### config.mk
export PLATFORM = sky130hd
export DESIGN_NAME = triangle_trapezoid_split_unit_flat
export DESIGN_NICKNAME = d
export VERILOG_FILES = /design/src/sv/tts_pkg.sv /design/src/sv/tts_if.sv /design/src/sv/triangle_trapezoid_split_unit.sv /design/src/sv/tts_pipe.sv /design/src/sv/tts_emit.sv /design/src/flat_wrapper.sv
export SDC_FILE = /design/constraint.sdc
export NUM_CORES = 2
export LEC_CHECK = 0
export ABC_AREA = 1
export BUFFER_PORTS_ARGS = -buffer_cell sky130_fd_sc_hd__buf_2
export CORE_MARGIN = 4
export CORE_UTILIZATION = 25
export CTS_BUF_LIST = sky130_fd_sc_hd__clkbuf_8
export CTS_CLUSTER_DIAMETER = 60
export CTS_CLUSTER_SIZE = 24
export DETAILED_ROUTE_END_ITERATION = 8
export GPL_ROUTABILITY_DRIVEN = 0
export PLACE_DENSITY_LB_ADDON = 0.1
export SLEW_MARGIN = 5
export SYNTH_ARGS = -nofsm -noshare
export SYNTH_HDL_FRONTEND = slang
export SYNTH_SLANG_ARGS = --single-unit
### constraint.sdc
create_clock -name clk -period 24.9 [get_ports clk]
set_input_delay 2.49 -clock clk [delete_from_list [all_inputs] [get_ports clk]]
set_output_delay 2.49 -clock clk [all_outputs]
set_load 0.01 [all_outputs]
### src/sv/tts_pkg.sv
// Package with the coordinate types, vertex index codes and trapezoid records of the splitter.
package tts_pkg;

	localparam int COORD_WIDTH = 16;
	localparam int DIFF_WIDTH  = COORD_WIDTH + 1;
	localparam int PROD_WIDTH  = 2 * DIFF_WIDTH;

	typedef logic signed [COORD_WIDTH-1:0] coord_t;
	typedef logic signed [DIFF_WIDTH-1:0]  diff_t;
	typedef logic signed [PROD_WIDTH-1:0]  prod_t;
	typedef logic [1:0]                    vidx_t;

	localparam vidx_t VTX_FIRST  = 2'd0;
	localparam vidx_t VTX_SECOND = 2'd1;
	localparam vidx_t VTX_THIRD  = 2'd2;

	// One trapezoid as it leaves the block.
	typedef struct packed {
		coord_t top_y;
		coord_t bottom_y;
		vidx_t  left_start;
		vidx_t  left_end;
		vidx_t  right_start;
		vidx_t  right_end;
		logic   last_piece;
	} trap_t;

	// All trapezoids of one triangle; p1 is meaningful only when two is set.
	typedef struct packed {
		logic  two;
		trap_t p0;
		trap_t p1;
	} trap_pair_t;

	function automatic trap_t make_trap(coord_t top, coord_t bot, vidx_t ls, vidx_t le,
			vidx_t rs, vidx_t re, logic last);
		trap_t t;
		t.top_y       = top;
		t.bottom_y    = bot;
		t.left_start  = ls;
		t.left_end    = le;
		t.right_start = rs;
		t.right_end   = re;
		t.last_piece  = last;
		return t;
	endfunction

endpackage

### src/sv/tts_if.sv
// Interfaces of the triangle input channel and the trapezoid output channel.
interface tts_tri_if;
	import tts_pkg::*;
	logic   valid;
	logic   ready;
	coord_t first_x;
	coord_t first_y;
	coord_t second_x;
	coord_t second_y;
	coord_t third_x;
	coord_t third_y;

	modport source(output valid, output first_x, output first_y, output second_x,
		output second_y, output third_x, output third_y, input ready);
	modport sink(input valid, input first_x, input first_y, input second_x,
		input second_y, input third_x, input third_y, output ready);
endinterface

interface tts_trap_if;
	import tts_pkg::*;
	logic   valid;
	logic   ready;
	coord_t top_y;
	coord_t bottom_y;
	vidx_t  left_start;
	vidx_t  left_end;
	vidx_t  right_start;
	vidx_t  right_end;
	logic   last_piece;

	modport source(output valid, output top_y, output bottom_y, output left_start,
		output left_end, output right_start, output right_end, output last_piece,
		input ready);
	modport sink(input valid, input top_y, input bottom_y, input left_start,
		input left_end, input right_start, input right_end, input last_piece,
		output ready);
endinterface

### src/sv/triangle_trapezoid_split_unit.sv
// Top level of the triangle setup unit that splits triangles into trapezoids.
// Each input transaction carries one triangle as three signed 16-bit vertices (4 fraction
// bits, compared as raw integers). The unit sorts the vertices by y, drops triangles whose
// vertices all share one y or all share one x, and emits one trapezoid for a flat-top or
// flat-bottom triangle or two trapezoids, split at the middle vertex, for any other one.
// Edges are reported as input vertex indices; last_piece marks the final trapezoid of each
// triangle. The left/right decision uses exact 34-bit cross products, so collinear but
// non-axis-aligned triangles are split normally. A triangle passes a four-stage pipeline
// (sort, classify and edge differences, cross products, side test) and then the output
// register, from which its first trapezoid is presented on the output. A new triangle can
// be accepted every cycle while the output does not hold the pipeline; the sustained rate
// is set by the output channel, which moves one trapezoid per cycle, so single-trapezoid
// triangles flow at one per cycle and a split triangle keeps the channel for both of its
// trapezoids before the next triangle is loaded. Degenerate triangles take a pipeline slot
// and produce nothing. The output register and a one-entry holding register for the second
// trapezoid decouple the two sides, and a stall on the output freezes the pipeline without
// loss. There is no configuration and no state beyond the pipeline; reset only empties it.
module triangle_trapezoid_split_unit (
	input  logic       clk,
	input  logic       arst_n,
	tts_tri_if.sink    in,
	tts_trap_if.source out
);
	import tts_pkg::*;

	// Handshake between the setup pipeline and the output stage; one transaction holds
	// every trapezoid of a triangle.
	logic       pair_valid;
	logic       pair_ready;
	trap_pair_t pair;

	tts_pipe u_pipe (
		.clk        (clk),
		.arst_n     (arst_n),
		.in         (in),
		.pair_valid (pair_valid),
		.pair_ready (pair_ready),
		.pair       (pair)
	);

	tts_emit u_emit (
		.clk        (clk),
		.arst_n     (arst_n),
		.pair_valid (pair_valid),
		.pair_ready (pair_ready),
		.pair       (pair),
		.out        (out)
	);

endmodule

### src/sv/tts_pipe.sv
// Four-stage setup pipeline: sort, classify, cross products, side test and trapezoid build.
module tts_pipe (
	input  logic                clk,
	input  logic                arst_n,
	tts_tri_if.sink             in,
	output logic                pair_valid,
	input  logic                pair_ready,
	output tts_pkg::trap_pair_t pair
);
	import tts_pkg::*;

	typedef struct packed {
		coord_t x;
		coord_t y;
		vidx_t  idx;
	} vert_t;

	logic adv;

	// Stage 1 registers: vertices sorted by y.
	logic  valid_s1;
	vert_t va_s1, vb_s1, vc_s1;
	// Stage 2 registers: classification and edge differences.
	logic  valid_s2;
	vert_t va_s2, vb_s2, vc_s2;
	logic  flat_s2;
	trap_t flat_trap_s2;
	diff_t dxb_s2, dyc_s2, dxc_s2, dyb_s2;
	// Stage 3 registers: cross products.
	logic  valid_s3;
	vert_t va_s3, vb_s3, vc_s3;
	logic  flat_s3;
	trap_t flat_trap_s3;
	prod_t lp_s3, rp_s3;
	// Stage 4 registers: finished trapezoids.
	logic       valid_s4;
	trap_pair_t pair_s4;

	vert_t sa, sb, sc, st;
	logic  all_y_eq, all_x_eq, flat_top, flat_bot;
	trap_t flat_trap;
	logic  left_ab;
	trap_pair_t pair_d;

	assign adv      = !valid_s4 || pair_ready;
	assign in.ready = adv;

	// Three-way compare-and-swap on y (not stable for vertices with equal y).
	always_comb begin
		sa = '{x: in.first_x,  y: in.first_y,  idx: VTX_FIRST};
		sb = '{x: in.second_x, y: in.second_y, idx: VTX_SECOND};
		sc = '{x: in.third_x,  y: in.third_y,  idx: VTX_THIRD};
		st = sa;
		if (sa.y > sb.y) begin
			st = sa; sa = sb; sb = st;
		end
		if (sa.y > sc.y) begin
			st = sa; sa = sc; sc = st;
		end
		if (sb.y > sc.y) begin
			st = sb; sb = sc; sc = st;
		end
	end

	// Degenerate and flat detection; a flat triangle is fully resolved here.
	always_comb begin
		all_y_eq = (va_s1.y == vb_s1.y) && (va_s1.y == vc_s1.y);
		all_x_eq = (va_s1.x == vb_s1.x) && (va_s1.x == vc_s1.x);
		flat_top = (va_s1.y == vb_s1.y);
		flat_bot = (vb_s1.y == vc_s1.y);
		if (flat_top) begin
			if (va_s1.x > vb_s1.x) begin
				flat_trap = make_trap(va_s1.y, vc_s1.y, vb_s1.idx, vc_s1.idx,
					va_s1.idx, vc_s1.idx, 1'b1);
			end else begin
				flat_trap = make_trap(va_s1.y, vc_s1.y, va_s1.idx, vc_s1.idx,
					vb_s1.idx, vc_s1.idx, 1'b1);
			end
		end else if (vb_s1.x > vc_s1.x) begin
			flat_trap = make_trap(va_s1.y, vc_s1.y, va_s1.idx, vc_s1.idx,
				va_s1.idx, vb_s1.idx, 1'b1);
		end else begin
			flat_trap = make_trap(va_s1.y, vc_s1.y, va_s1.idx, vb_s1.idx,
				va_s1.idx, vc_s1.idx, 1'b1);
		end
	end

	// Side test on the exact cross products, then the split at the middle vertex.
	always_comb begin
		left_ab   = (lp_s3 <= rp_s3);
		pair_d    = '0;
		if (flat_s3) begin
			pair_d.two = 1'b0;
			pair_d.p0  = flat_trap_s3;
			pair_d.p1  = flat_trap_s3;
		end else if (left_ab) begin
			pair_d.two = 1'b1;
			pair_d.p0  = make_trap(va_s3.y, vb_s3.y, va_s3.idx, vb_s3.idx,
				va_s3.idx, vc_s3.idx, 1'b0);
			pair_d.p1  = make_trap(vb_s3.y, vc_s3.y, vb_s3.idx, vc_s3.idx,
				va_s3.idx, vc_s3.idx, 1'b1);
		end else begin
			pair_d.two = 1'b1;
			pair_d.p0  = make_trap(va_s3.y, vb_s3.y, va_s3.idx, vc_s3.idx,
				va_s3.idx, vb_s3.idx, 1'b0);
			pair_d.p1  = make_trap(vb_s3.y, vc_s3.y, va_s3.idx, vc_s3.idx,
				vb_s3.idx, vc_s3.idx, 1'b1);
		end
	end

	always_ff @(posedge clk or negedge arst_n) begin
		if (!arst_n) begin
			valid_s1 <= 1'b0;
			valid_s2 <= 1'b0;
			valid_s3 <= 1'b0;
			valid_s4 <= 1'b0;
		end else if (adv) begin
			valid_s1 <= in.valid;
			valid_s2 <= valid_s1 && !all_y_eq && !all_x_eq;
			valid_s3 <= valid_s2;
			valid_s4 <= valid_s3;
		end
	end

	always_ff @(posedge clk) begin
		if (adv) begin
			va_s1        <= sa;
			vb_s1        <= sb;
			vc_s1        <= sc;
			va_s2        <= va_s1;
			vb_s2        <= vb_s1;
			vc_s2        <= vc_s1;
			flat_s2      <= flat_top || flat_bot;
			flat_trap_s2 <= flat_trap;
			dxb_s2       <= diff_t'(vb_s1.x) - diff_t'(va_s1.x);
			dyc_s2       <= diff_t'(vc_s1.y) - diff_t'(va_s1.y);
			dxc_s2       <= diff_t'(vc_s1.x) - diff_t'(va_s1.x);
			dyb_s2       <= diff_t'(vb_s1.y) - diff_t'(va_s1.y);
			va_s3        <= va_s2;
			vb_s3        <= vb_s2;
			vc_s3        <= vc_s2;
			flat_s3      <= flat_s2;
			flat_trap_s3 <= flat_trap_s2;
			lp_s3        <= prod_t'(dxb_s2) * prod_t'(dyc_s2);
			rp_s3        <= prod_t'(dxc_s2) * prod_t'(dyb_s2);
			pair_s4      <= pair_d;
		end
	end

	assign pair_valid = valid_s4;
	assign pair       = pair_s4;

`ifndef NO_ASSERTIONS
	a_no_degenerate: assert property (@(posedge clk) disable iff (!arst_n)
		valid_s2 |-> !((va_s2.y == vb_s2.y) && (va_s2.y == vc_s2.y)))
		else $error("degenerate triangle passed classification");
	a_two_last: assert property (@(posedge clk) disable iff (!arst_n)
		(valid_s4 && pair_s4.two) |-> (!pair_s4.p0.last_piece && pair_s4.p1.last_piece))
		else $error("split triangle carries wrong last flags");
	a_one_last: assert property (@(posedge clk) disable iff (!arst_n)
		(valid_s4 && !pair_s4.two) |-> pair_s4.p0.last_piece)
		else $error("single trapezoid not marked last");
`endif

endmodule

### src/sv/tts_emit.sv
// Output stage that hands out the one or two trapezoids of a triangle, one per transaction.
module tts_emit (
	input  logic                clk,
	input  logic                arst_n,
	input  logic                pair_valid,
	output logic                pair_ready,
	input  tts_pkg::trap_pair_t pair,
	tts_trap_if.source          out
);
	import tts_pkg::*;

	logic  cur_vld_q, pend_vld_q;
	trap_t cur_q, pend_q;
	logic  take, load;

	assign take       = cur_vld_q && out.ready;
	assign pair_ready = !pend_vld_q && (!cur_vld_q || out.ready);
	assign load       = pair_valid && pair_ready;

	always_ff @(posedge clk or negedge arst_n) begin
		if (!arst_n) begin
			cur_vld_q  <= 1'b0;
			pend_vld_q <= 1'b0;
		end else if (load) begin
			cur_vld_q  <= 1'b1;
			pend_vld_q <= pair.two;
		end else if (take) begin
			cur_vld_q  <= pend_vld_q;
			pend_vld_q <= 1'b0;
		end
	end

	always_ff @(posedge clk) begin
		if (load) begin
			cur_q  <= pair.p0;
			pend_q <= pair.p1;
		end else if (take && pend_vld_q) begin
			cur_q  <= pend_q;
		end
	end

	assign out.valid       = cur_vld_q;
	assign out.top_y       = cur_q.top_y;
	assign out.bottom_y    = cur_q.bottom_y;
	assign out.left_start  = cur_q.left_start;
	assign out.left_end    = cur_q.left_end;
	assign out.right_start = cur_q.right_start;
	assign out.right_end   = cur_q.right_end;
	assign out.last_piece  = cur_q.last_piece;

`ifndef NO_ASSERTIONS
	a_pend_needs_cur: assert property (@(posedge clk) disable iff (!arst_n)
		pend_vld_q |-> cur_vld_q)
		else $error("second trapezoid waiting without a first");
	a_first_has_second: assert property (@(posedge clk) disable iff (!arst_n)
		(cur_vld_q && !cur_q.last_piece) |-> pend_vld_q)
		else $error("non-final trapezoid shown without its successor queued");
	a_hold_stalled: assert property (@(posedge clk) disable iff (!arst_n)
		(cur_vld_q && !out.ready) |=> (cur_vld_q && $stable(cur_q)))
		else $error("stalled trapezoid changed before it was taken");
`endif

endmodule
### src/flat_wrapper.sv
// flat-port wrapper written by rule: the top's interface ports become plain ports
module triangle_trapezoid_split_unit_flat import tts_pkg::*;
  (clk, arst_n, in_valid, in_first_x, in_first_y, in_second_x, in_second_y, in_third_x, in_third_y, in_ready, out_valid, out_top_y, out_bottom_y, out_left_start, out_left_end, out_right_start, out_right_end, out_last_piece, out_ready);
  tts_tri_if in_i ();
  tts_trap_if out_i ();
  input  logic clk;
  input  logic arst_n;
  input wire logic [$bits(in_i.valid)-1:0] in_valid;
  input wire logic [$bits(in_i.first_x)-1:0] in_first_x;
  input wire logic [$bits(in_i.first_y)-1:0] in_first_y;
  input wire logic [$bits(in_i.second_x)-1:0] in_second_x;
  input wire logic [$bits(in_i.second_y)-1:0] in_second_y;
  input wire logic [$bits(in_i.third_x)-1:0] in_third_x;
  input wire logic [$bits(in_i.third_y)-1:0] in_third_y;
  output wire logic [$bits(in_i.ready)-1:0] in_ready;
  output wire logic [$bits(out_i.valid)-1:0] out_valid;
  output wire logic [$bits(out_i.top_y)-1:0] out_top_y;
  output wire logic [$bits(out_i.bottom_y)-1:0] out_bottom_y;
  output wire logic [$bits(out_i.left_start)-1:0] out_left_start;
  output wire logic [$bits(out_i.left_end)-1:0] out_left_end;
  output wire logic [$bits(out_i.right_start)-1:0] out_right_start;
  output wire logic [$bits(out_i.right_end)-1:0] out_right_end;
  output wire logic [$bits(out_i.last_piece)-1:0] out_last_piece;
  input wire logic [$bits(out_i.ready)-1:0] out_ready;
  assign in_i.valid = in_valid;
  assign in_i.first_x = in_first_x;
  assign in_i.first_y = in_first_y;
  assign in_i.second_x = in_second_x;
  assign in_i.second_y = in_second_y;
  assign in_i.third_x = in_third_x;
  assign in_i.third_y = in_third_y;
  assign in_ready = in_i.ready;
  assign out_valid = out_i.valid;
  assign out_top_y = out_i.top_y;
  assign out_bottom_y = out_i.bottom_y;
  assign out_left_start = out_i.left_start;
  assign out_left_end = out_i.left_end;
  assign out_right_start = out_i.right_start;
  assign out_right_end = out_i.right_end;
  assign out_last_piece = out_i.last_piece;
  assign out_i.ready = out_ready;
  triangle_trapezoid_split_unit u_core (.clk(clk), .arst_n(arst_n), .in(in_i), .out(out_i));
endmodule
# Word level (Yosys, flattened, before mapping)
# Index checks and enable logic that the tools add are counted.
classes:
  n_addsub: 4
  multipliers: 2
  magnitude_cmp: 6
  n_eq_ne: 5
  n_mux: 17
  reduce_logical: 18
op_table:
  columns: ["cell", "count"]
  rows:
  - ["$mux W34", 6]
  - ["$mux W41", 2]
  - ["$mux W82", 1]
  - ["$eq A16 B16 Y1", 5]
  - ["$gt A16 B16 Y1", 5]
  - ["$mul A17 B17 Y34", 2]
  - ["$sub A16 B16 Y17", 4]
  - ["$mux W48", 1]
  - ["$le A34 B34 Y1", 1]
  - ["$mux W9", 2]
  - ["$logic_and A1 B1 Y1", 8]
  - ["$mux W7", 1]
  - ["$logic_not A1 Y1", 5]
  - ["$mux W1", 4]
  - ["$reduce_bool A2 Y1", 2]
  - ["$logic_or A1 B1 Y1", 3]
word_totals:
  regBits: 601
  input_bits: 100
  wordCells: 130

# Depth between registers and ports, before layout
depth:
  ltp_word: 6
  ltp_mapped: 45
  depth_no_buf: 41

# Hierarchy
# A second synthesis with hierarchy kept.
unflattened:
  hier_cells: 5142
  hier_area_um2: 48197.5
by_module_without_submodules:
  columns: ["module", "instances", "cells_each", "area_each_um2", "seq_area_each_um2"]
  rows:
  - ["tts_pipe", 1, 4905, 44934.3, 13492.9]
  - ["tts_emit", 1, 237, 3263.1, 2512.4]

# Worst setup path after synthesis
# No wires, ideal clock.
synth_path:
  path_kind: "input to output"
  startpoint: "input port out_ready"
  endpoint: "output port in_ready"
  arrival_ns: 12.402
  t_required_ns: 22.410
  setup_slack_ns: 10.008
  stages: 4
  path_buffers: 0
  path_cell_list: "nand2_1 nand2_1 nand2_1 nand2_1"
synth_between:
  elab_chain_cells: 3
synth_lines:
  columns: ["element", "line", "source"]
  rows:
  - ["start, declared", "flat_wrapper.sv:24", "input wire logic [$bits(out_i.ready)-1:0] out_ready;"]
  - ["$logic_or A1 B1 Y1", "tts_emit.sv:17", "assign pair_ready = !pend_vld_q && (!cur_vld_q || out.ready);"]
  - ["$logic_and A1 B1 Y1", "tts_emit.sv:17", null]
  - ["$logic_or A1 B1 Y1", "tts_pipe.sv:45", "assign adv = !valid_s4 || pair_ready;"]
  - ["end, declared", "flat_wrapper.sv:15", "output wire logic [$bits(in_i.ready)-1:0] in_ready;"]
# No other way between the ends.

==> impl_metrics.json <==
{
  "rsz0062_at_grt": "no",
  "worstPathRequired_ns": 25.44,
  "post_cts_buffers": 0,
  "ant_nets": 0,
  "dpl.hpwl_microns": 112000,
  "drv_slew": 0,
  "multi_input_area_sq_um": 27100,
  "worstSetupEndpointType": "flop",
  "hold_class": "reg2reg",
  "grt_pass1_vias": 35571,
  "synth_edf_count": 527,
  "cap_violations": 0,
  "synthTopCellsByArea": "edfxtp_1 33%, fa_1 25%, nand2_1 11%",
  "relSlewSlack_pct": 21.5,
  "post-route-period-util_pct": 35.3,
  "cts_resized": 0,
  "crit_type": "in2reg",
  "die_x_microns": 448,
  "final_hold_viol_count": 0,
  "layout-drive-gt1-share_pct": 6.30,
  "register_area_sq_um": 16000,
  "grt_use_total_pct": 14.1,
  "setup_viol": 0,
  "outcome": "finished, final reports clean",
  "num_vias": 33085,
  "syn_area_sq_um": 48300,
  "portBuffers": 142,
  "drt-initial-drc-count": 1756,
  "firstDrtPassIters": 6,
  "start_util_pct": 25.1,
  "tightest_slew_ns": 1.18,
  "grt_first_pass_wirelength_microns": 217000,
  "critPathMaxStageDelay_ns": 0.70,
  "hold_buffers": 0,
  "synth_ff_type": "edfxtp_1",
  "die_y_microns": 448,
  "crit_top_cell": "nand2_1",
  "synth_warnings": 0,
  "synthCells": 5257,
  "synth_most_common_cell": "nand2_1",
  "clk_latency_ns": 0.80,
  "grt_max_degree": 100,
  "cts_inserted_buffers": 57,
  "slowest_stage": "nand2_4",
  "rows": 161,
  "synth.avg_cell_area_sq_um": 9.19,
  "antenna_found_initial": 14,
  "critical_path.startpoint_type": "input pin",
  "area_growth_pct": 10.2,
  "filler_cell_count": 20438,
  "clockRootBuffer": "clkbuf_8",
  "postRouteWirelength_microns": 138000,
  "synth.distinct_cells": 49,
  "die-area_sq_um": 200000,
  "clkTransAtPathRegs_ns": 0.12,
  "synthArstFlopShare_pct": 1.13,
  "fin_crit_ns": 8.79,
  "grt_overflow": 0,
  "fmax_mhz": 114,
  "crit_fanout": 99,
  "tns_ns": 0,
  "nets": 6341,
  "yosys.area.top_type": "edfxtp_1",
  "syn-num-nets": 6286,
  "seq_area_frac_synth_pct": 33.1,
  "cts_buffer_depth": 3,
  "ys_ff_latch": 533,
  "synth_common_cells": "1466 x nand2_1, 1193 x inv_1, 596 x fa_1",
  "core_area_sq_um": 192000,
  "finalClockSkew_ns": 0.0968,
  "yosysTopAreaCellShare_pct": 32.8,
  "vias_per_cell": 4.19,
  "wl_per_cell_microns": 17.5,
  "htreeDepth": 2,
  "drcViolationCount": 0,
  "arrival_ns": 9.33,
  "clock_sinks": 533,
  "io_pins": 143,
  "cts_tree": "yes"
}
critical path, delay by kind of cell:
family | cells | cell delay (ns)
simple gates | 19 | 2.86
buf+inv | 9 | 2.40
fa+ha+maj | 3 | 0.85
compound gates | 5 | 0.59
logic make-up after synthesis:
| logic type | Yosys count | share of synthesized area, % |
|---|---|---|
| XOR/XNOR | 139 | 2.55 |
| AO/OA/AOI/OAI | 391 | 4.43 |
| adder cells (fa/ha/maj) | 929 | 33.3 |
| flip-flops | 533 | 33.1 |
| AND/OR/NAND/NOR | 1878 | 15.7 |
| buffers and inverters | 1387 | 10.9 |
flip-flops by register name, indices dropped and copies added (netlist names), 17 cells and up:
register and cells:
u_core.u_pipe.vc_s1 34, u_core.u_pipe.dyc_s2 17, u_core.u_pipe.va_s1 34, u_core.u_pipe.dxc_s2 17
u_core.u_pipe.dxb_s2 17, u_core.u_pipe.vb_s2 18, u_core.u_pipe.flat_trap_s3 40, u_core.u_pipe.flat_trap_s2 40
u_core.u_pipe.dyb_s2 17, u_core.u_pipe.vb_s3 18, u_core.u_pipe.vb_s1 34, u_core.u_pipe.lp_s3 34
u_core.u_pipe.pair 82, u_core.u_emit.pend_q 40, u_core.u_pipe.rp_s3 34
final timing paths:
kind | startpoint | to | slack [ns] | cells past startpoint
worst max register to register | u_core.u_pipe.dyc_s2[2]$_DFFE_PP_ | u_core.u_pipe.lp_s3[26]$_DFFE_PP_ | 18.03 | 18
max in group asynchronous | arst_n | u_core.u_pipe.valid_s2$_DFFE_PN0P_ | 23.22 | 1
worst min-delay path | u_core.u_pipe.flat_trap_s2[13]$_DFFE_PP_ | u_core.u_pipe.flat_trap_s3[13]$_DFFE_PP_ | 0.41 | 0
worst max-delay path | in_second_y[15] | u_core.u_pipe.vc_s1[0]$_DFFE_PP_ | 16.11 | 36
min in group asynchronous | arst_n | u_core.u_pipe.valid_s1$_DFFE_PN0P_ | 1.48 | 1
worst min register to register | u_core.u_pipe.flat_trap_s2[13]$_DFFE_PP_ | u_core.u_pipe.flat_trap_s3[13]$_DFFE_PP_ | 0.41 | 0
metal layers:
layer	GRT usage, %	share of wire [%]
met2	23.0	46
met1	20.3	49
met5	0	0.035
met3	1.33	2.8
met4	3.04	2.1
layout by cell type (no fill, tap or decap), types with 40 or more instances in the layout:
| cell type | synthesis | final |
|---|---|---|
| a21oi_1 | 168 | 168 |
| buf_2 | 19 | 142 |
| buf_4 | 6 | 46 |
| clkbuf_8 | 0 | 58 |
| edfxtp_1 | 527 | 527 |
| fa_1 | 596 | 596 |
| ha_1 | 333 | 333 |
| inv_1 | 1193 | 1192 |
| nand2_1 | 1466 | 1464 |
| nand3_1 | 157 | 156 |
| nand4_1 | 40 | 40 |
| nor2_1 | 124 | 124 |
| o21ai_0 | 115 | 114 |
| xnor2_1 | 56 | 56 |
| xor2_1 | 82 | 82 |
cell type report:
cell class,count,area share [%]
clock inverters,50,1.26
well taps,2526,5.94
diodes,4,0.0188
repair buffers,188,1.98
multi-input cells,3337,50.9
flip-flops and latches,533,30.0
inverters,1195,8.42
clock buffers,58,1.50
metrics by stage:
| stage | instance area (sq um) | std cells | setup WS (ns) | hold WS [ns] | utilization [%] |
|---|---|---|---|---|---|
| global route | 53200 | 7890 | 15.34 | 0.420 | 27.7 |
| floorplan | 48300 | 5257 | 10.01 | 0.400 | - |
| CTS | 53200 | 7887 | 16.16 | 0.406 | 27.7 |
| global placement | 51800 | 7779 | 15.26 | 0.401 | 26.9 |
| detailed placement | 51800 | 7779 | 15.23 | 0.405 | 26.9 |
| finish | 53200 | 7891 | 16.11 | 0.413 | 27.7 |
Power is left out: the tool's default activity adds up to more than one toggle a clock period on the data nets, which glitch-free logic cannot reach.
